`config.mk`:
```
export PLATFORM = sky130hd
export DESIGN_NAME = i2c_gpio_expander_sync_sequencer_flat
export DESIGN_NICKNAME = d
export VERILOG_FILES = /design/src/hw/rtl/i2cgx_pkg.sv /design/src/hw/rtl/i2cgx_if.sv /design/src/hw/rtl/i2cgx_msg.sv /design/src/hw/rtl/i2c_gpio_expander_sync_sequencer.sv /design/src/flat_wrapper.sv
export SDC_FILE = /design/constraint.sdc
export NUM_CORES = 1
export LEC_CHECK = 0
export ABC_AREA = 1
export BUFFER_PORTS_ARGS = -buffer_cell sky130_fd_sc_hd__clkbuf_2
export CORE_MARGIN = 3
export CORE_UTILIZATION = 35
export DETAILED_ROUTE_END_ITERATION = 8
export GPL_ROUTABILITY_DRIVEN = 0
export HOLD_SLACK_MARGIN = 0.05
export PLACE_DENSITY = 0.5
export SLEW_MARGIN = 0
export SYNTH_ARGS = -nofsm -noshare
export SYNTH_HDL_FRONTEND = slang
export SYNTH_SLANG_ARGS = --single-unit
```
`constraint.sdc`:
```
create_clock -name clk -period 4.8 [get_ports clk]
set_input_delay 0.96 -clock clk [delete_from_list [all_inputs] [get_ports clk]]
set_output_delay 0.96 -clock clk [all_outputs]
set_load 0.02 [all_outputs]
```
`src/hw/rtl/i2cgx_pkg.sv`:
```
`default_nettype none

package i2cgx_pkg;

	// item opcodes; codes 6 and 7 are unused
	typedef enum logic [2:0] {
		OP_TICK     = 3'd0,
		OP_SETUP    = 3'd1,
		OP_WRITE    = 3'd2,
		OP_TOGGLE   = 3'd3,
		OP_READ_IN  = 3'd4,
		OP_READ_OUT = 3'd5
	} op_t;

	typedef enum logic [2:0] {
		PH_IDLE  = 3'd0,
		PH_RSEL  = 3'd1,
		PH_RRECV = 3'd2,
		PH_RDONE = 3'd3,
		PH_WSEL  = 3'd4,
		PH_WDATA = 3'd5,
		PH_WDONE = 3'd6
	} phase_t;

	typedef enum logic [2:0] {
		MSG_STOP  = 3'd0,
		MSG_RSEL  = 3'd1,
		MSG_RDATA = 3'd2,
		MSG_WSEL  = 3'd3,
		MSG_WDATA = 3'd4
	} kind_t;

	typedef struct packed {
		logic sync_w;
		logic sync_r;
		logic restart;
		logic awaiting;
		logic send;
	} flags_t;

	// register pair numbers of the device (pair n = registers 2n, 2n+1)
	localparam logic [1:0] PAIR_IN  = 2'd0;
	localparam logic [1:0] PAIR_OUT = 2'd1;
	localparam logic [1:0] PAIR_POL = 2'd2;
	localparam logic [1:0] PAIR_DIR = 2'd3;

	localparam logic [6:0]  DEV_ADDR_RST   = 7'd32;
	localparam logic [2:0]  WR_INDEX_FIRST = 3'd2;
	localparam logic [2:0]  RD_INDEX_FIRST = 3'd0;
	localparam logic [15:0] ONES_RST       = 16'hffff;
	localparam logic [15:0] ZEROS_RST      = 16'h0000;

	typedef struct packed {
		logic [2:0] opcode;
		logic [3:0] pin;
		logic       pin_mode;
		logic       pin_output;
		logic       pin_polarity;
		logic       level;
		logic       xfer_accepted;
		logic       xfer_done;
		logic       xfer_fault;
		logic [7:0] rx_byte0;
		logic [7:0] rx_byte1;
		logic       module_faulted;
	} req_t;

	// bus message part of a result
	typedef struct packed {
		logic       xfer_offer;
		logic [1:0] xfer_length;
		logic       flag_start;
		logic       flag_address;
		logic       flag_read;
		logic       flag_nack_last;
		logic       flag_stop;
		logic [7:0] tx_byte0;
		logic [7:0] tx_byte1;
		logic [6:0] slave_address;
	} msg_t;

	typedef struct packed {
		logic       xfer_offer;
		logic [1:0] xfer_length;
		logic       flag_start;
		logic       flag_address;
		logic       flag_read;
		logic       flag_nack_last;
		logic       flag_stop;
		logic [7:0] tx_byte0;
		logic [7:0] tx_byte1;
		logic [6:0] slave_address;
		logic       pin_level;
		logic       busy_res;
	} rsp_t;

	// shadow pair addressed by a write index: 0 out, 1 polarity, 2 direction
	function automatic logic [1:0] wr_pair(input logic [2:0] wi);
		logic [1:0] p;
		p = (wi[2:1] == 2'd0) ? 2'd0 : wi[2:1] - 2'd1;
		return p;
	endfunction

endpackage

`default_nettype wire

```
`src/hw/rtl/i2cgx_if.sv`:
```
`default_nettype none

interface i2cgx_req_if;
	logic                valid;
	logic                ready;
	i2cgx_pkg::req_t     data;
	modport source (output valid, output data, input ready);
	modport sink (input valid, input data, output ready);
endinterface

interface i2cgx_rsp_if;
	logic                valid;
	logic                ready;
	i2cgx_pkg::rsp_t     data;
	modport source (output valid, output data, input ready);
	modport sink (input valid, input data, output ready);
endinterface

interface i2cgx_cfg_if;
	logic       valid;
	logic       ready;
	logic [6:0] data;
	modport source (output valid, output data, input ready);
	modport sink (input valid, input data, output ready);
endinterface

`default_nettype wire

```
`src/hw/rtl/i2cgx_msg.sv`:
```
`default_nettype none

// formats the offered bus message; all zero when nothing is offered
module i2cgx_msg (
	input  logic               offer,
	input  i2cgx_pkg::kind_t   kind,
	input  logic [2:0]         rd_index,
	input  logic [2:0]         wr_index,
	input  logic [6:0]         dev_addr,
	input  logic [15:0]        sh_out,
	input  logic [15:0]        sh_pol,
	input  logic [15:0]        sh_dir,
	output i2cgx_pkg::msg_t    msg
);

	logic [15:0] wr_data;

	always_comb begin
		unique case (i2cgx_pkg::wr_pair(wr_index))
			2'd0:    wr_data = sh_out;
			2'd1:    wr_data = sh_pol;
			default: wr_data = sh_dir;
		endcase
	end

	always_comb begin
		msg = '0;
		if (offer) begin
			msg.xfer_offer    = 1'b1;
			msg.slave_address = dev_addr;
			unique case (kind)
				i2cgx_pkg::MSG_RSEL: begin
					msg.xfer_length  = 2'd1;
					msg.flag_start   = 1'b1;
					msg.flag_address = 1'b1;
					msg.tx_byte0     = {5'd0, rd_index};
				end
				i2cgx_pkg::MSG_RDATA: begin
					msg.xfer_length    = 2'd2;
					msg.flag_start     = 1'b1;
					msg.flag_address   = 1'b1;
					msg.flag_read      = 1'b1;
					msg.flag_nack_last = 1'b1;
					msg.flag_stop      = 1'b1;
				end
				i2cgx_pkg::MSG_WSEL: begin
					msg.xfer_length  = 2'd1;
					msg.flag_start   = 1'b1;
					msg.flag_address = 1'b1;
					msg.tx_byte0     = {5'd0, wr_index};
				end
				i2cgx_pkg::MSG_WDATA: begin
					msg.xfer_length = 2'd2;
					msg.flag_stop   = 1'b1;
					msg.tx_byte0    = wr_data[7:0];
					msg.tx_byte1    = wr_data[15:8];
				end
				default: begin
					msg.flag_stop = 1'b1;
				end
			endcase
		end
	end

endmodule

`default_nettype wire

```
`src/hw/rtl/i2c_gpio_expander_sync_sequencer.sv`:
```
`default_nettype none

// Register-sync sequencer for a 16-bit I2C port expander. Every request is
// one tick, pin set-up, pin write, pin toggle or pin read, and gives exactly
// one result in the cycle after it is accepted. A new request is taken every
// cycle; req.ready drops only while the result register is full and rsp.ready
// is low. The device mirror (input, output, polarity, direction pairs) and
// the user shadow (output, polarity, direction) sit in flip-flops, so all
// decode, pin access and sequencer stepping is one short combinational pass
// between the request handshake and the result register. The slave address
// register (reset 32) is written over cfg, which is always ready; the user
// must change it only while no request is in flight; the block does not enforce it.
module i2c_gpio_expander_sync_sequencer (
	input  logic        clk,
	input  logic        arst_n,
	i2cgx_req_if.sink   req,
	i2cgx_rsp_if.source rsp,
	i2cgx_cfg_if.sink   cfg
);

	// ---------------------------------------------------------------- state
	logic [6:0]          dev_addr_q;
	i2cgx_pkg::phase_t   phase_q;
	i2cgx_pkg::flags_t   flags_q;
	logic [2:0]          ri_q;
	logic [2:0]          wi_q;
	i2cgx_pkg::kind_t    kind_q;
	logic                lf_q;      // fault latched at last completion

	// device mirror
	logic [15:0] mir_in_q, mir_out_q, mir_pol_q, mir_dir_q;
	// user shadow
	logic [15:0] sh_out_q, sh_pol_q, sh_dir_q;

	logic            rsp_valid_q;
	i2cgx_pkg::rsp_t rsp_data_q;

	// ---------------------------------------------------------------- handshake
	logic accept;

	assign req.ready = !rsp_valid_q || rsp.ready;
	assign accept    = req.valid && req.ready;
	assign cfg.ready = 1'b1;
	assign rsp.valid = rsp_valid_q;
	assign rsp.data  = rsp_data_q;

	// ---------------------------------------------------------------- restart step
	// A tick with restart pending first queues a stop-only message and
	// rewinds the interrupted direction to its first pair.
	logic              is_tick;
	i2cgx_pkg::phase_t p_phase;
	i2cgx_pkg::flags_t p_flags;
	logic [2:0]        p_ri, p_wi;
	i2cgx_pkg::kind_t  p_kind;

	assign is_tick = (req.data.opcode == i2cgx_pkg::OP_TICK);

	always_comb begin
		p_phase = phase_q;
		p_flags = flags_q;
		p_ri    = ri_q;
		p_wi    = wi_q;
		p_kind  = kind_q;
		if (is_tick && flags_q.restart) begin
			p_kind          = i2cgx_pkg::MSG_STOP;
			p_flags.send    = 1'b1;
			p_flags.restart = 1'b0;
			if (phase_q == i2cgx_pkg::PH_WSEL || phase_q == i2cgx_pkg::PH_WDATA ||
				phase_q == i2cgx_pkg::PH_WDONE) begin
				p_wi    = i2cgx_pkg::WR_INDEX_FIRST;
				p_phase = i2cgx_pkg::PH_WSEL;
			end else if (phase_q == i2cgx_pkg::PH_RSEL || phase_q == i2cgx_pkg::PH_RRECV ||
				phase_q == i2cgx_pkg::PH_RDONE) begin
				p_ri    = i2cgx_pkg::RD_INDEX_FIRST;
				p_phase = i2cgx_pkg::PH_RSEL;
			end
		end
	end

	// ---------------------------------------------------------------- message
	i2cgx_pkg::msg_t msg;

	i2cgx_msg u_msg (
		.offer    (is_tick && p_flags.send),
		.kind     (p_kind),
		.rd_index (p_ri),
		.wr_index (p_wi),
		.dev_addr (dev_addr_q),
		.sh_out   (sh_out_q),
		.sh_pol   (sh_pol_q),
		.sh_dir   (sh_dir_q),
		.msg      (msg)
	);

	// ---------------------------------------------------------------- next state
	i2cgx_pkg::phase_t n_phase;
	i2cgx_pkg::flags_t n_flags;
	logic [2:0]        n_ri, n_wi;
	logic              n_lf;
	logic [15:0]       n_sh_out, n_sh_pol, n_sh_dir;
	logic              mir_we;
	logic [1:0]        mir_sel;
	logic              pin_lvl;
	logic [15:0]       pin_mask;
	logic [2:0]        ri_inc;
	logic [1:0]        wpair;
	i2cgx_pkg::rsp_t   rsp_next;

	assign pin_mask = 16'd1 << req.data.pin;
	assign ri_inc   = p_ri + 3'd2;
	assign wpair    = i2cgx_pkg::wr_pair(p_wi);

	always_comb begin
		n_phase  = p_phase;
		n_flags  = p_flags;
		n_ri     = p_ri;
		n_wi     = p_wi;
		n_lf     = lf_q;
		n_sh_out = sh_out_q;
		n_sh_pol = sh_pol_q;
		n_sh_dir = sh_dir_q;
		mir_we   = 1'b0;
		mir_sel  = p_ri[2:1];
		pin_lvl  = 1'b0;
		unique case (i2cgx_pkg::op_t'(req.data.opcode))
			i2cgx_pkg::OP_TICK: begin
				if (p_flags.send) begin
					if (req.data.xfer_accepted) begin
						n_flags.send     = 1'b0;
						n_flags.awaiting = 1'b1;
					end
				end else if (p_flags.awaiting) begin
					if (req.data.xfer_done) begin
						n_flags.awaiting = 1'b0;
						n_lf             = req.data.xfer_fault;
						// good read-back lands in the mirror
						mir_we = (p_kind == i2cgx_pkg::MSG_RDATA) && !req.data.xfer_fault;
					end
				end else begin
					unique case (p_phase)
						i2cgx_pkg::PH_RSEL: begin
							n_flags.send = 1'b1;
							n_phase      = i2cgx_pkg::PH_RRECV;
						end
						i2cgx_pkg::PH_RRECV: begin
							if (lf_q) n_flags.restart = 1'b1;
							else begin
								n_flags.send = 1'b1;
								n_phase      = i2cgx_pkg::PH_RDONE;
							end
						end
						i2cgx_pkg::PH_RDONE: begin
							if (lf_q) n_flags.restart = 1'b1;
							else if (ri_inc[2:1] == 2'd0) begin
								n_phase = i2cgx_pkg::PH_IDLE;
								n_ri    = i2cgx_pkg::RD_INDEX_FIRST;
							end else begin
								n_ri    = ri_inc;
								n_phase = i2cgx_pkg::PH_RSEL;
							end
						end
						i2cgx_pkg::PH_WSEL: begin
							n_flags.send = 1'b1;
							n_phase      = i2cgx_pkg::PH_WDATA;
						end
						i2cgx_pkg::PH_WDATA: begin
							if (lf_q) n_flags.restart = 1'b1;
							else begin
								n_flags.send = 1'b1;
								n_phase      = i2cgx_pkg::PH_WDONE;
							end
						end
						i2cgx_pkg::PH_WDONE: begin
							if (lf_q) n_flags.restart = 1'b1;
							else if (wpair == 2'd2) begin
								// all three pairs written: schedule read-back
								n_flags.sync_r = 1'b1;
								n_phase        = i2cgx_pkg::PH_IDLE;
								n_wi           = i2cgx_pkg::WR_INDEX_FIRST;
							end else begin
								n_wi    = {wpair + 2'd2, 1'b0};
								n_phase = i2cgx_pkg::PH_WSEL;
							end
						end
						default: begin
							if (p_flags.sync_r) begin
								n_phase        = i2cgx_pkg::PH_RSEL;
								n_flags.sync_r = 1'b0;
							end else if (p_flags.sync_w) begin
								n_phase        = i2cgx_pkg::PH_WSEL;
								n_flags.sync_w = 1'b0;
							end
						end
					endcase
				end
			end
			i2cgx_pkg::OP_SETUP: begin
				n_sh_dir = (sh_dir_q & ~pin_mask) | ({16{req.data.pin_mode}} & pin_mask);
				n_sh_out = (sh_out_q & ~pin_mask) | ({16{req.data.pin_output}} & pin_mask);
				n_sh_pol = (sh_pol_q & ~pin_mask) | ({16{req.data.pin_polarity}} & pin_mask);
				n_flags.sync_w = 1'b1;
			end
			i2cgx_pkg::OP_WRITE: begin
				// sync only when the pin actually changes
				if (!req.data.module_faulted && sh_out_q[req.data.pin] != req.data.level) begin
					n_sh_out       = sh_out_q ^ pin_mask;
					n_flags.sync_w = 1'b1;
				end
			end
			i2cgx_pkg::OP_TOGGLE: begin
				if (!req.data.module_faulted) begin
					n_sh_out       = sh_out_q ^ pin_mask;
					n_flags.sync_w = 1'b1;
				end
			end
			i2cgx_pkg::OP_READ_IN: begin
				pin_lvl = !req.data.module_faulted && mir_in_q[req.data.pin];
			end
			i2cgx_pkg::OP_READ_OUT: begin
				pin_lvl = !req.data.module_faulted && mir_out_q[req.data.pin];
			end
			default: begin
			end
		endcase
	end

	always_comb begin
		rsp_next.xfer_offer     = msg.xfer_offer;
		rsp_next.xfer_length    = msg.xfer_length;
		rsp_next.flag_start     = msg.flag_start;
		rsp_next.flag_address   = msg.flag_address;
		rsp_next.flag_read      = msg.flag_read;
		rsp_next.flag_nack_last = msg.flag_nack_last;
		rsp_next.flag_stop      = msg.flag_stop;
		rsp_next.tx_byte0       = msg.tx_byte0;
		rsp_next.tx_byte1       = msg.tx_byte1;
		rsp_next.slave_address  = msg.slave_address;
		rsp_next.pin_level      = pin_lvl;
		rsp_next.busy_res       = (n_phase != i2cgx_pkg::PH_IDLE) || (|n_flags);
	end

	// ---------------------------------------------------------------- registers
	always_ff @(posedge clk or negedge arst_n) begin
		if (!arst_n) begin
			dev_addr_q <= i2cgx_pkg::DEV_ADDR_RST;
		end else if (cfg.valid) begin
			dev_addr_q <= cfg.data;
		end
	end

	always_ff @(posedge clk or negedge arst_n) begin
		if (!arst_n) begin
			phase_q   <= i2cgx_pkg::PH_IDLE;
			flags_q   <= '{sync_r: 1'b1, default: 1'b0};
			ri_q      <= i2cgx_pkg::RD_INDEX_FIRST;
			wi_q      <= i2cgx_pkg::WR_INDEX_FIRST;
			kind_q    <= i2cgx_pkg::MSG_STOP;
			lf_q      <= 1'b0;
			sh_out_q  <= i2cgx_pkg::ONES_RST;
			sh_pol_q  <= i2cgx_pkg::ZEROS_RST;
			sh_dir_q  <= i2cgx_pkg::ONES_RST;
		end else if (accept) begin
			phase_q  <= n_phase;
			flags_q  <= n_flags;
			ri_q     <= n_ri;
			wi_q     <= n_wi;
			lf_q     <= n_lf;
			sh_out_q <= n_sh_out;
			sh_pol_q <= n_sh_pol;
			sh_dir_q <= n_sh_dir;
			// a queued message takes the kind that fits the phase it leaves
			if (is_tick && !p_flags.send && !p_flags.awaiting && n_flags.send) begin
				unique case (p_phase)
					i2cgx_pkg::PH_RSEL:  kind_q <= i2cgx_pkg::MSG_RSEL;
					i2cgx_pkg::PH_RRECV: kind_q <= i2cgx_pkg::MSG_RDATA;
					i2cgx_pkg::PH_WSEL:  kind_q <= i2cgx_pkg::MSG_WSEL;
					default:             kind_q <= i2cgx_pkg::MSG_WDATA;
				endcase
			end else begin
				kind_q <= p_kind;
			end
		end
	end

	always_ff @(posedge clk or negedge arst_n) begin
		if (!arst_n) begin
			mir_in_q  <= i2cgx_pkg::ZEROS_RST;
			mir_out_q <= i2cgx_pkg::ONES_RST;
			mir_pol_q <= i2cgx_pkg::ZEROS_RST;
			mir_dir_q <= i2cgx_pkg::ONES_RST;
		end else if (accept && mir_we) begin
			unique case (mir_sel)
				i2cgx_pkg::PAIR_IN:  mir_in_q  <= {req.data.rx_byte1, req.data.rx_byte0};
				i2cgx_pkg::PAIR_OUT: mir_out_q <= {req.data.rx_byte1, req.data.rx_byte0};
				i2cgx_pkg::PAIR_POL: mir_pol_q <= {req.data.rx_byte1, req.data.rx_byte0};
				default:             mir_dir_q <= {req.data.rx_byte1, req.data.rx_byte0};
			endcase
		end
	end

	always_ff @(posedge clk or negedge arst_n) begin
		if (!arst_n) begin
			rsp_valid_q <= 1'b0;
		end else if (accept) begin
			rsp_valid_q <= 1'b1;
		end else if (rsp.ready) begin
			rsp_valid_q <= 1'b0;
		end
	end

	always_ff @(posedge clk) begin
		if (accept) begin
			rsp_data_q <= rsp_next;
		end
	end

`ifndef SYNTHESIS
	// a message is never offered and awaited at once
	a_send_await: assert property (@(posedge clk) disable iff (!arst_n)
		!(flags_q.send && flags_q.awaiting))
		else $error("send and await both pending");

	// pair indexes stay on even register numbers
	a_index_even: assert property (@(posedge clk) disable iff (!arst_n)
		!ri_q[0] && (wi_q == 3'd2 || wi_q == 3'd4 || wi_q == 3'd6))
		else $error("sequencer index off pair boundary");

	// a result without an offer carries no message
	a_quiet_msg: assert property (@(posedge clk) disable iff (!arst_n)
		rsp_valid_q && !rsp_data_q.xfer_offer |->
		rsp_data_q.xfer_length == 2'd0 && !rsp_data_q.flag_stop &&
		rsp_data_q.slave_address == 7'd0)
		else $error("message fields set without offer");

	// every accepted request leaves a result behind
	a_result: assert property (@(posedge clk) disable iff (!arst_n)
		accept |=> rsp_valid_q)
		else $error("accepted request produced no result");
`endif

endmodule

`default_nettype wire
```
`src/flat_wrapper.sv`:
```
// flat-port wrapper written by rule: the top's interface ports become plain ports
module i2c_gpio_expander_sync_sequencer_flat 
  (clk, arst_n, req_valid, req_data, req_ready, rsp_valid, rsp_data, rsp_ready, cfg_valid, cfg_data, cfg_ready);
  i2cgx_req_if req_i ();
  i2cgx_rsp_if rsp_i ();
  i2cgx_cfg_if cfg_i ();
  input  logic clk;
  input  logic arst_n;
  input wire logic [$bits(req_i.valid)-1:0] req_valid;
  input wire logic [$bits(req_i.data)-1:0] req_data;
  output wire logic [$bits(req_i.ready)-1:0] req_ready;
  output wire logic [$bits(rsp_i.valid)-1:0] rsp_valid;
  output wire logic [$bits(rsp_i.data)-1:0] rsp_data;
  input wire logic [$bits(rsp_i.ready)-1:0] rsp_ready;
  input wire logic [$bits(cfg_i.valid)-1:0] cfg_valid;
  input wire logic [$bits(cfg_i.data)-1:0] cfg_data;
  output wire logic [$bits(cfg_i.ready)-1:0] cfg_ready;
  assign req_i.valid = req_valid;
  assign req_i.data = req_data;
  assign req_ready = req_i.ready;
  assign rsp_valid = rsp_i.valid;
  assign rsp_data = rsp_i.data;
  assign rsp_i.ready = rsp_ready;
  assign cfg_i.valid = cfg_valid;
  assign cfg_i.data = cfg_data;
  assign cfg_ready = cfg_i.ready;
  i2c_gpio_expander_sync_sequencer u_core (.clk(clk), .arst_n(arst_n), .req(req_i), .rsp(rsp_i), .cfg(cfg_i));
endmodule
```
==> summary.md, run 1 <==
| Metric | Value |
|---|---|
| # DRC | 0 |
| Fin area | 8648 µm² |
| Slowest-stage cell, CP | a21oi_4 |
| Number of H-tree levels | 4 |
| DRT iter0 DRCs | 380 |
| Max_slew headroom | 28.55% |
| Most frequent cells in the layout | 279 x nand2_1, 108 x inv_1, 76 x clkbuf_2, 64 x nand3_1, 63 x o21ai_0 |
| DR vias/cell | 4.886 |
| Bufs and invs on worst path | 2 |
| Sw Pwr | 1.087 mW |
| Hold WS | 471.7 ps |
| Final setup viols | 0 |
| Placed cell count | 1220 |
| Final Cycle Share | 58.36% |
| Number of global-route vias before repair | 6035 |
| Drt pass-1 iters | 5 |
| Die ar. | 23100 µm² |
| CTS tree | yes |
| Yosys top cell area share | 18.45% |
| Max clock buf depth | 2 |
| HPWL Detailed | 13.03 mm |
| GRT met2 Usage | 26.57% |
| Clk Latency, worst-skew pair | 420 ps |
| Die W | 152 µm |
| Cells after Synth | 905 |
| Std-Cell Rows | 52 |
| Final Skew | 10.21 ps |
| Worst min-delay path category | reg2reg |
| Clk pwr share | 40.7% |
| Crit path DAT | 3150 ps |
| Antenna Nets Post-Route | 0 |
| Sequential share of power | 40.9% |
| DRT Wirelength | 19.01 mm |
| RSZ-0062 raised after global routing | false |
| Layout cells sized above 1 | 20.67% |
| Initial antenna violation count | 1 |
| Top cells by area, synth | dfrtp_1 18%, dfstp_2 18%, nand2_1 14%, edfxtp_1 12%, inv_1 5.4% |
| Most common cell after layout, fill and taps aside | nand2_1 |
| Worst Path Required | 5150 ps |
| GRT Util Overall | 16.90% |
| Cell chain of the critical path | clkbuf_2, inv_1, nand3_1, nand3_1, nand2_1, nand2_1, nand3_2, a21oi_4, nand3_1, nand2_1 |
| Number of setup buffers added after CTS | 0 |
| Core area | 20560 µm² |
| CTS root buf | clkbuf_16 |
| Tot Pwr | 3.452 mW |
| Total gr overflow | 0 |
| Final Max Slew Viols | 0 |
| I/O pin cnt | 79 |
| Vias | 6117 |
| Starting Density | 36.29% |
| Hold Crit Depth | 2 |
| CP top delay family | simple AND/OR/NAND/NOR gates |
| Hold Fails Final Rpt | 0 |
| PortBufs | 77 |
| CTS resizes | 0 |
| Layout Cells excl Fill | 1252 |
| Die height | 152 µm |
| Global Route met1 Usage | 23.69% |
| Crit path from | req_data[26] |
| CP peak stage delay | 670 ps |
| Hold Buf Count CTS | 0 |
| PD cells | 399.2 nW/µm² |
| Critical Path End Type | register |
| Synth cell types | 46 |
| Seq cells post-synth | 137 |
| Largest net degree at the start of global routing | 49 |
| Outcome | finished, final reports clean |
| Leak | 4.359 nW |
| Synth Net Count | 951 |
| Area grow syn2layout | 15.91% |
| Crit Path Class | in2reg |
| Post-Syn Area | 7461 µm² |
| Worst vdd ir | 0.2365 mV |
| Tmin final | 2801 ps |
| Setup_tns | 0 ps |
| Num CTS Buffers | 17 |
| Worst-Margin Slew | 1064 ps |
| Wire length per cell | 15.18 µm |
| F_max | 0.3570 GHz |
| Fill cell count | 2106 |
| Fin nets | 1015 |
| Crit. path cell count | 10 |
| Clock-pin slew on the worst setup and hold paths | 60 ps |
| R2R Path End | u_core.rsp.data[0] |
| Met3 usage | 3.584% |
| MaxCap Viol Count | 0 |
| Seq/Total Area, Yosys | 48.88% |
| Launch point of the worst reg-to-reg path | u_core.phase_q[1] |
| Clk sinks | 137 |
| First-pass GRT wire length | 31.97 mm |
| Synth area leader | dfrtp_1 |
| N_diodes | 0 |
| R2R cell count | 15 |
| Comb pwr share | 18.4% |
| R2R Setup Slk | 2270 ps |
| Internal power | 2.365 mW |
| Synth warn | 0 |
| Synth Area per Inst | 8.244 µm² |
| CP startpoint kind | input port |
| Sw Share | 31.50% |
| Area post-placement | 8023 µm² |
| Crit-path max FO | 32 |
| Busiest grt layer | met2 |
## synthesized netlist by cell type, drive strengths merged
cell type  instances
nand2            281
inv              110
nand3             68
o21ai             64
dfrtp             55
dfstp             51
nor2              47
mux2i             32
edfxtp            31
a22oi             22
buf               21
a31oi             19
nor3              19
clkbuf            16
a21oi             15
or2               15
nand4             13
o211ai             5
clkinv             3
ha                 3
o22ai              3
a21boi             2
a41oi              2
o21bai             2
a311oi             1
conb               1
nor4               1
o31a               1
o31ai              1
o41ai              1
## power by group through the flow
stage / clock network, mW / registers [mW] / logic (mW)
floorplan: 0 / 1.40 / 0.464
global placement: 0 / 1.43 / 0.637
detailed placement: 0 / 1.43 / 0.638
CTS: 1.44 / 1.41 / 0.641
global route: 1.50 / 1.43 / 0.729
finish: 1.41 / 1.41 / 0.636
## worst min-delay path, stage by stage, from the launching register on
cell,delay (ps)
dfstp_2,370
nand2_1,60
nand2_1,40
## stage by stage
stage               util (%)  setup slack (ps)
floorplan                  -              1941
global placement       39.02              1569
detailed placement     39.02              1564
CTS                    42.06              1959
global route           42.06              1680
finish                 42.06              1999
## kinds of logic after synthesis
| group | share of synthesized area (%) |
|---|---|
| simple gates | 26.73 |
| flops | 48.88 |
| mux | 4.293 |
| other cells | 0.05026 |
| compound gates | 11.10 |
| buf+inv | 8.435 |
| fa+ha+maj | 0.5032 |
## routing by layer
metal,up-vias,routed length (µm)
met5,-,12
met4,2,287
met3,23,790
met2,123,8425
met1,2859,9491
li1,3110,-
## layout make-up
type                            count  area (µm²)  area share, %
Clock buffer                       18       429.2          4.962
Clock inverter                     14       196.4          2.271
Inverter                          113       425.4          4.919
Multi-Input combinational cell    618        3187          36.85
Sequential cell                   137        3647          42.17
Tap cell                          270       337.8          3.906
Timing Repair Buffer               82       425.4          4.919
## worst min-delay path by stage
stage,startpoint,endpoint,slack [ps]
2_1_floorplan,register,register,450
3_3_place_gp,register,register,460
3_5_place_dp,register,register,460
4_1_cts,register,register,470
5_1_grt,register,register,500
6_report,register,register,470
(Power assumes the default switching activity.)
==> run 2: changes to the inputs <==
PLACE_DENSITY = 0.52   (was 0.5)
clock period = 2.35 ns   (was 4.8 ns; I/O delays follow)
==> run 2 against run 1 <==
Effect of this change: clock skew is 1.6 ps lower; sequential power grew 100%; sequential share of layout area decreased by 0.99 points; first-iteration DRC count rose by 9.7%; total power rose by 97%; worst hold slack got worse by 210 ps; critical path depth rose by 5; design area rose by 2.4%; count of clock-buffer cells in the layout is 1 lower; flip-flop and latch count is the same; highest routed layer is now met4.
==> summary.md, run 2 (synthesis gave the netlist of run 1 again) <==
| Metric | Value |
|---|---|
| PortBufs | 77 |
| Worst vdd ir | 0.4824 mV |
| Clk Latency, worst-skew pair | 420 ps |
| FF/Latch Area | 3649 µm² |
| PD cells | 769.3 nW/µm² |
| Tot Pwr | 6.816 mW |
| Clock-pin slew on the worst setup and hold paths | 60 ps |
| Crit-path max FO | 6 |
| Clk pwr share | 37.2% |
| Vias | 6244 |
| Layout Cells excl Fill | 1284 |
| Die ar. | 23100 µm² |
| Placed cell count | 1249 |
| Core area | 20560 µm² |
| Crit path from | u_core.phase_q[0] |
| Number of H-tree levels | 4 |
| Fin area | 8860 µm² |
| Clk sinks | 137 |
| Largest net degree at the start of global routing | 52 |
| Sw Share | 32.72% |
| N_diodes | 0 |
| Most common cell after layout, fill and taps aside | nand2_1 |
| Worst Path Required | 2520 ps |
| Outcome | finished, final reports clean |
| Starting Density | 36.29% |
| Worst-Margin Slew | 548.7 ps |
| Num CTS Buffers | 17 |
| CP startpoint kind | register |
| Final Cycle Share | 93.24% |
| Internal power | 4.585 mW |
| R2R Path End | u_core.rsp.data[0] |
| Crit Path Class | reg2reg |
| Most frequent cells in the layout | 279 x nand2_1, 108 x inv_1, 76 x clkbuf_2, 64 x nand3_1, 63 x o21ai_0 |
| DRT iter0 DRCs | 417 |
| Fill cell count | 2116 |
| Met3 usage | 3.868% |
| Sw Pwr | 2.230 mW |
| Final Max Slew Viols | 0 |
| R2R cell count | 15 |
| First-pass GRT wire length | 31.31 mm |
| Max_slew headroom | 63.38% |
| Setup_tns | 0 ps |
| Max clock buf depth | 2 |
| # DRC | 0 |
| CP Capture Point | u_core.rsp.data[0] |
| R2R Setup Slk | 160 ps |
| GRT Util Overall | 16.54% |
| Area grow syn2layout | 18.75% |
| Global Route met1 Usage | 24.07% |
| Die W | 152 µm |
| Drt pass-1 iters | 5 |
| Comb pwr share | 21.4% |
| Crit path DAT | 2370 ps |
| Busiest grt layer | met2 |
| Fin nets | 1047 |
| Final setup viols | 0 |
| Antenna Nets Post-Route | 0 |
| DRT Wirelength | 18.75 mm |
| Layout cells sized above 1 | 23.18% |
| Wire length per cell | 14.60 µm |
| Leak | 4.499 nW |
| Number of global-route vias before repair | 5840 |
| Total gr overflow | 0 |
| Area post-placement | 8278 µm² |
| Worst min-delay path category | in2reg |
| Sequential share of power | 41.4% |
| Initial antenna violation count | 0 |
| Area taken by multi-input logic gates | 3192 µm² |
| Tmin final | 2191 ps |
| Hold Fails Final Rpt | 0 |
| Final Skew | 8.614 ps |
| Std-Cell Rows | 52 |
| CTS root buf | clkbuf_16 |
| RSZ-0062 raised after global routing | false |
| Critical Path End Type | register |
| CTS tree | yes |
| Die height | 152 µm |
| HPWL Detailed | 13.56 mm |
| I/O pin cnt | 79 |
| F_max | 0.4564 GHz |
| MaxCap Viol Count | 0 |
| DR vias/cell | 4.863 |
| GRT met2 Usage | 25.19% |
| Launch point of the worst reg-to-reg path | u_core.phase_q[0] |
## run 2: how the worst min path moves through the flow
stage | from | endpoint | slack [ps] | cells past startpoint
after CTS | cfg_data[0] | u_core.dev_addr_q[0] | 250 | 3
after global placement | arst_n | u_core.phase_q[1] | 460 | 1
final | cfg_data[5] | u_core.dev_addr_q[5] | 260 | 3
after global routing | req_data[14] | u_core.mir_out_q[5] | 250 | 3
after detailed placement | arst_n | u_core.phase_q[1] | 460 | 1
after floorplan | arst_n | asynchronous set/reset pin | 170 | 0
## run 2: per-stage QoR
stage          hold WS [ps]  util, %  worst slack [ps]
2_1_floorplan         174.4        -             261.8
3_3_place_gp          457.6    40.26             130.0
3_5_place_dp          458.5    40.26             59.27
4_1_cts               250.3    42.99             79.32
5_1_grt               253.4    43.09             10.37
6_report              262.5    43.09             158.8
## run 2: cell type report
cell class                      count  area share, %
Sequential cell                   137          41.18
Multi-Input combinational cell    618          36.03
Timing Repair Buffer              114          7.965
Clock buffer                       17          4.802
Inverter                          113          4.802
Tap cell                          270          3.813
Clock inverter                     15          1.412
## run 2: power groups by stage
stage	registers, mW	logic [mW]	clock network [mW]
6_report	2.82	1.46	2.53
5_1_grt	2.85	1.65	2.72
3_5_place_dp	2.86	1.43	0
2_1_floorplan	2.85	0.949	0
3_3_place_gp	2.86	1.44	0
4_1_cts	2.82	1.44	2.61
## run 2: routing by layer
layer / wire (µm) / vias to the layer above
li1: - / 3183
met1: 9531 / 2922
met4: 167 / 0
met3: 753 / 18
met5: 0 / -
met2: 8297 / 121
## run 2: what timing repair did
item | CTS | global route
setup buffers | 0 | 2
gates resized for setup | 0 | 3
endpoints found under the setup margin | 0 | 1
endpoints found under the hold margin | 18 | 0
hold buffers | 1 | 0
## run 2: worst max-delay path, stage by stage (launching register included)
cell     delay (ps)
dfrtp_2         450
nor2_2          130
nor2_1           60
inv_1           120
nor2_1           80
nor2_2          160
ha_1            160
inv_1            40
o21ai_0         160
nand2_1          70
nor2_1          110
nand4_1          90
nand2_1         100
nand3_1          80
nor2_1           90
nand2_1          50
==> run 3: changes to the inputs <==
ABC_AREA = unset   (was 1)
==> run 3 against run 2 <==
Effect of this change: setup slack lost 100 ps; combinational power shrank 33%; non-clock buffer count grew 24; worst hold slack lost 220 ps; die area shrank 4.4%; flip-flop and latch count is the same; register-to-register slack lost 100 ps; largest cell class unchanged; highest routed layer unchanged.
==> summary.md, run 3 <==
| Metric | Value |
|---|---|
| Crit Path Class | reg2reg |
| Most frequent cells in the layout | 76 x clkbuf_2, 55 x dfrtp_1, 54 x buf_4, 53 x nor2_1 |
| GRT Util Overall | 16.71% |
| MaxCap Viol Count | 0 |
| Worst vdd ir | 0.4598 mV |
| Seq cells post-synth | 137 |
| Worst-Margin Slew | 686.3 ps |
| Max clock buf depth | 2 |
| Final setup viols | 0 |
| Final Max Slew Viols | 0 |
| FF/Latch Area | 3647 µm² |
| CP startpoint kind | register |
| Top cells by area, synth | dfrtp_1 19%, dfstp_2 19%, edfxtp_1 13%, mux2_2 12%, mux2i_1 3.2% |
| Synth Area per Inst | 11.59 µm² |
| # DRC | 0 |
| N_diodes | 0 |
| Worst Path Required | 2630 ps |
| Sw Pwr | 1.744 mW |
| PD cells | 713.8 nW/µm² |
| Wire length per cell | 18.02 µm |
| DRT Wirelength | 18.16 mm |
| Number of global-route vias before repair | 5570 |
| Pre-CTS setup slack | -270.9 ps |
| Internal power | 4.628 mW |
| Area taken by multi-input logic gates | 3353 µm² |
| Comb pwr share | 15.3% |
| Synth warn | 0 |
| First-pass GRT wire length | 29.39 mm |
| Cells after Synth | 614 |
| Hold Fails Final Rpt | 0 |
| Top cells by count, synth | 73 x mux2_2, 55 x dfrtp_1, 53 x nor2_1 |
| Clock-pin slew on the worst setup and hold paths | 60 ps |
| Largest net degree at the start of global routing | 107 |
| Initial antenna violation count | 0 |
| Std-Cell Rows | 51 |
| Synth Flop Type | dfrtp_1 |
| Clk pwr share | 41.0% |
| Layout cells sized above 1 | 43.47% |
| Starting Density | 36.09% |
| Synth cell types | 62 |
| Antenna Nets Post-Route | 0 |
| Sw Share | 27.37% |
| Die height | 148.6 µm |
| Clk Latency, worst-skew pair | 420 ps |
| Die W | 148.6 µm |
| Fin area | 8926 µm² |
| RSZ-0062 raised after global routing | true |
| Sequential share of power | 43.7% |
| Crit-path max FO | 2 |
| Tmin final | 2293 ps |
| CTS tree | yes |
| FFs w/ async S/R, synth | 77.37% |
| Fin nets | 776 |
| Number of H-tree levels | 4 |
| DRT iter0 DRCs | 260 |
| Post-Syn Area | 7117 µm² |
| HPWL Detailed | 12.72 mm |
| Hold Buf Count CTS | 0 |
| Seq/Total Area, Yosys | 51.25% |
| Number of synthesized flops with an enable pin | 31 |
| Crit path DAT | 2570 ps |
| Clk sinks | 137 |
| I/O pin cnt | 79 |
| Final Skew | 10.79 ps |
| Area grow syn2layout | 25.42% |
| Vias | 5289 |
| Most common cell after layout, fill and taps aside | clkbuf_2 |
| Synth area leader | dfrtp_1 |
| Drt pass-1 iters | 5 |
| Yosys top cell area share | 19.34% |
| Max_slew headroom | 54.25% |
| Critical Path End Type | register |
| Total gr overflow | 0 |
| CTS root buf | clkbuf_16 |
| Synth Net Count | 660 |
| Final worst slack | 56.50 ps |
| Leak | 3.716 nW |
| Die ar. | 22080 µm² |
| Core area | 19720 µm² |
| F_max | 0.4360 GHz |
| Fill cell count | 1808 |
| Outcome | finished, final reports clean |
| Num CTS Buffers | 17 |
| Final Cycle Share | 97.60% |
| Area post-placement | 8267 µm² |
| PortBufs | 77 |
| DR vias/cell | 5.247 |
| Worst min-delay path category | in2async |
| Count leader, synth | mux2_2 |
==> run 3: final cells by class <==
class | instances | area share (%)
flip-flops and latches | 137 | 40.86
multi-input cells | 422 | 37.57
repair buffers | 138 | 10.71
clock buffers | 23 | 5.733
well taps | 265 | 3.715
clock inverters | 9 | 0.8270
inverters | 14 | 0.5887
==> run 3: worst paths after layout <==
check	from	to	cells after the start	slack [ps]
max in group asynchronous	arst_n	u_core.mir_in_q[8]	2	1720
worst min-delay path	arst_n	u_core.flags_q[0]	2	50
min in group clk	cfg_data[6]	u_core.dev_addr_q[6]	2	280
worst min register to register	u_core.ri_q[0]	u_core.ri_q[0]	1	500
worst max register to register	u_core.flags_q[2]	u_core.rsp.data[0]	9	60
worst max-delay path	u_core.flags_q[2]	u_core.rsp.data[0]	9	60
==> run 3: power by group through the flow <==
| stage | clock network, mW | logic (mW) | registers (mW) |
|---|---|---|---|
| floorplan | 0 | 0.615 | 2.80 |
| global placement | 0 | 0.964 | 2.82 |
| detailed placement | 0 | 0.982 | 2.82 |
| CTS | 2.69 | 0.983 | 2.78 |
| global route | 2.78 | 1.07 | 2.80 |
| finish | 2.61 | 0.976 | 2.78 |
==> run 3: layer usage <==
layer / global-route usage, % / part of all wire (%) / vias to the layer above
li1: - / - / 2508
met1: 21.64 / 45 / 2650
met2: 28.21 / 50 / 113
met3: 3.931 / 3.8 / 18
met4: 4.480 / 0.93 / 0
met5: 0 / 0 / -
==> run 3: metrics by stage <==
step	hold slack, ps	utilization, %	setup TNS [ps]	cells	total power, mW
2_1_floorplan	174.4	-	-8605	614	3.417
3_3_place_gp	471.2	41.93	-10840	974	3.782
3_5_place_dp	488.5	41.93	-11720	974	3.801
4_1_cts	140.1	44.90	0	1006	6.450
5_1_grt	163.9	45.27	-22.14	1008	6.662
6_report	45.39	45.27	0	1008	6.372
==> run 3: kinds of logic after synthesis <==
kind of cell / count (synthesis) / synth area share [%]
flip-flops: 137 / 51.25
XOR/XNOR: 1 / 0.1231
adder cells (fa/ha/maj): 3 / 0.5275
multiplexers: 113 / 19.64
AO/OA/AOI/OAI: 124 / 12.61
AND/OR/NAND/NOR: 180 / 12.38
other: 1 / 0.05269
buffers and inverters: 55 / 3.428
==> run 3: timing repair <==
item                       4_1_cts  5_1_grt
gates resized for setup          0        9
setup endpoints to repair        0       50
setup buffers                    0        0
==> run 3: critical path, stage by stage (launching register included) <==
cell and delay, ps:
dfrtp_1 340, or4b_4 480, or3_4 350, and2_4 150
ha_2 190, a21boi_2 120, o32ai_1 100, a22oi_1 210
a21oi_1 110, nand4_1 100
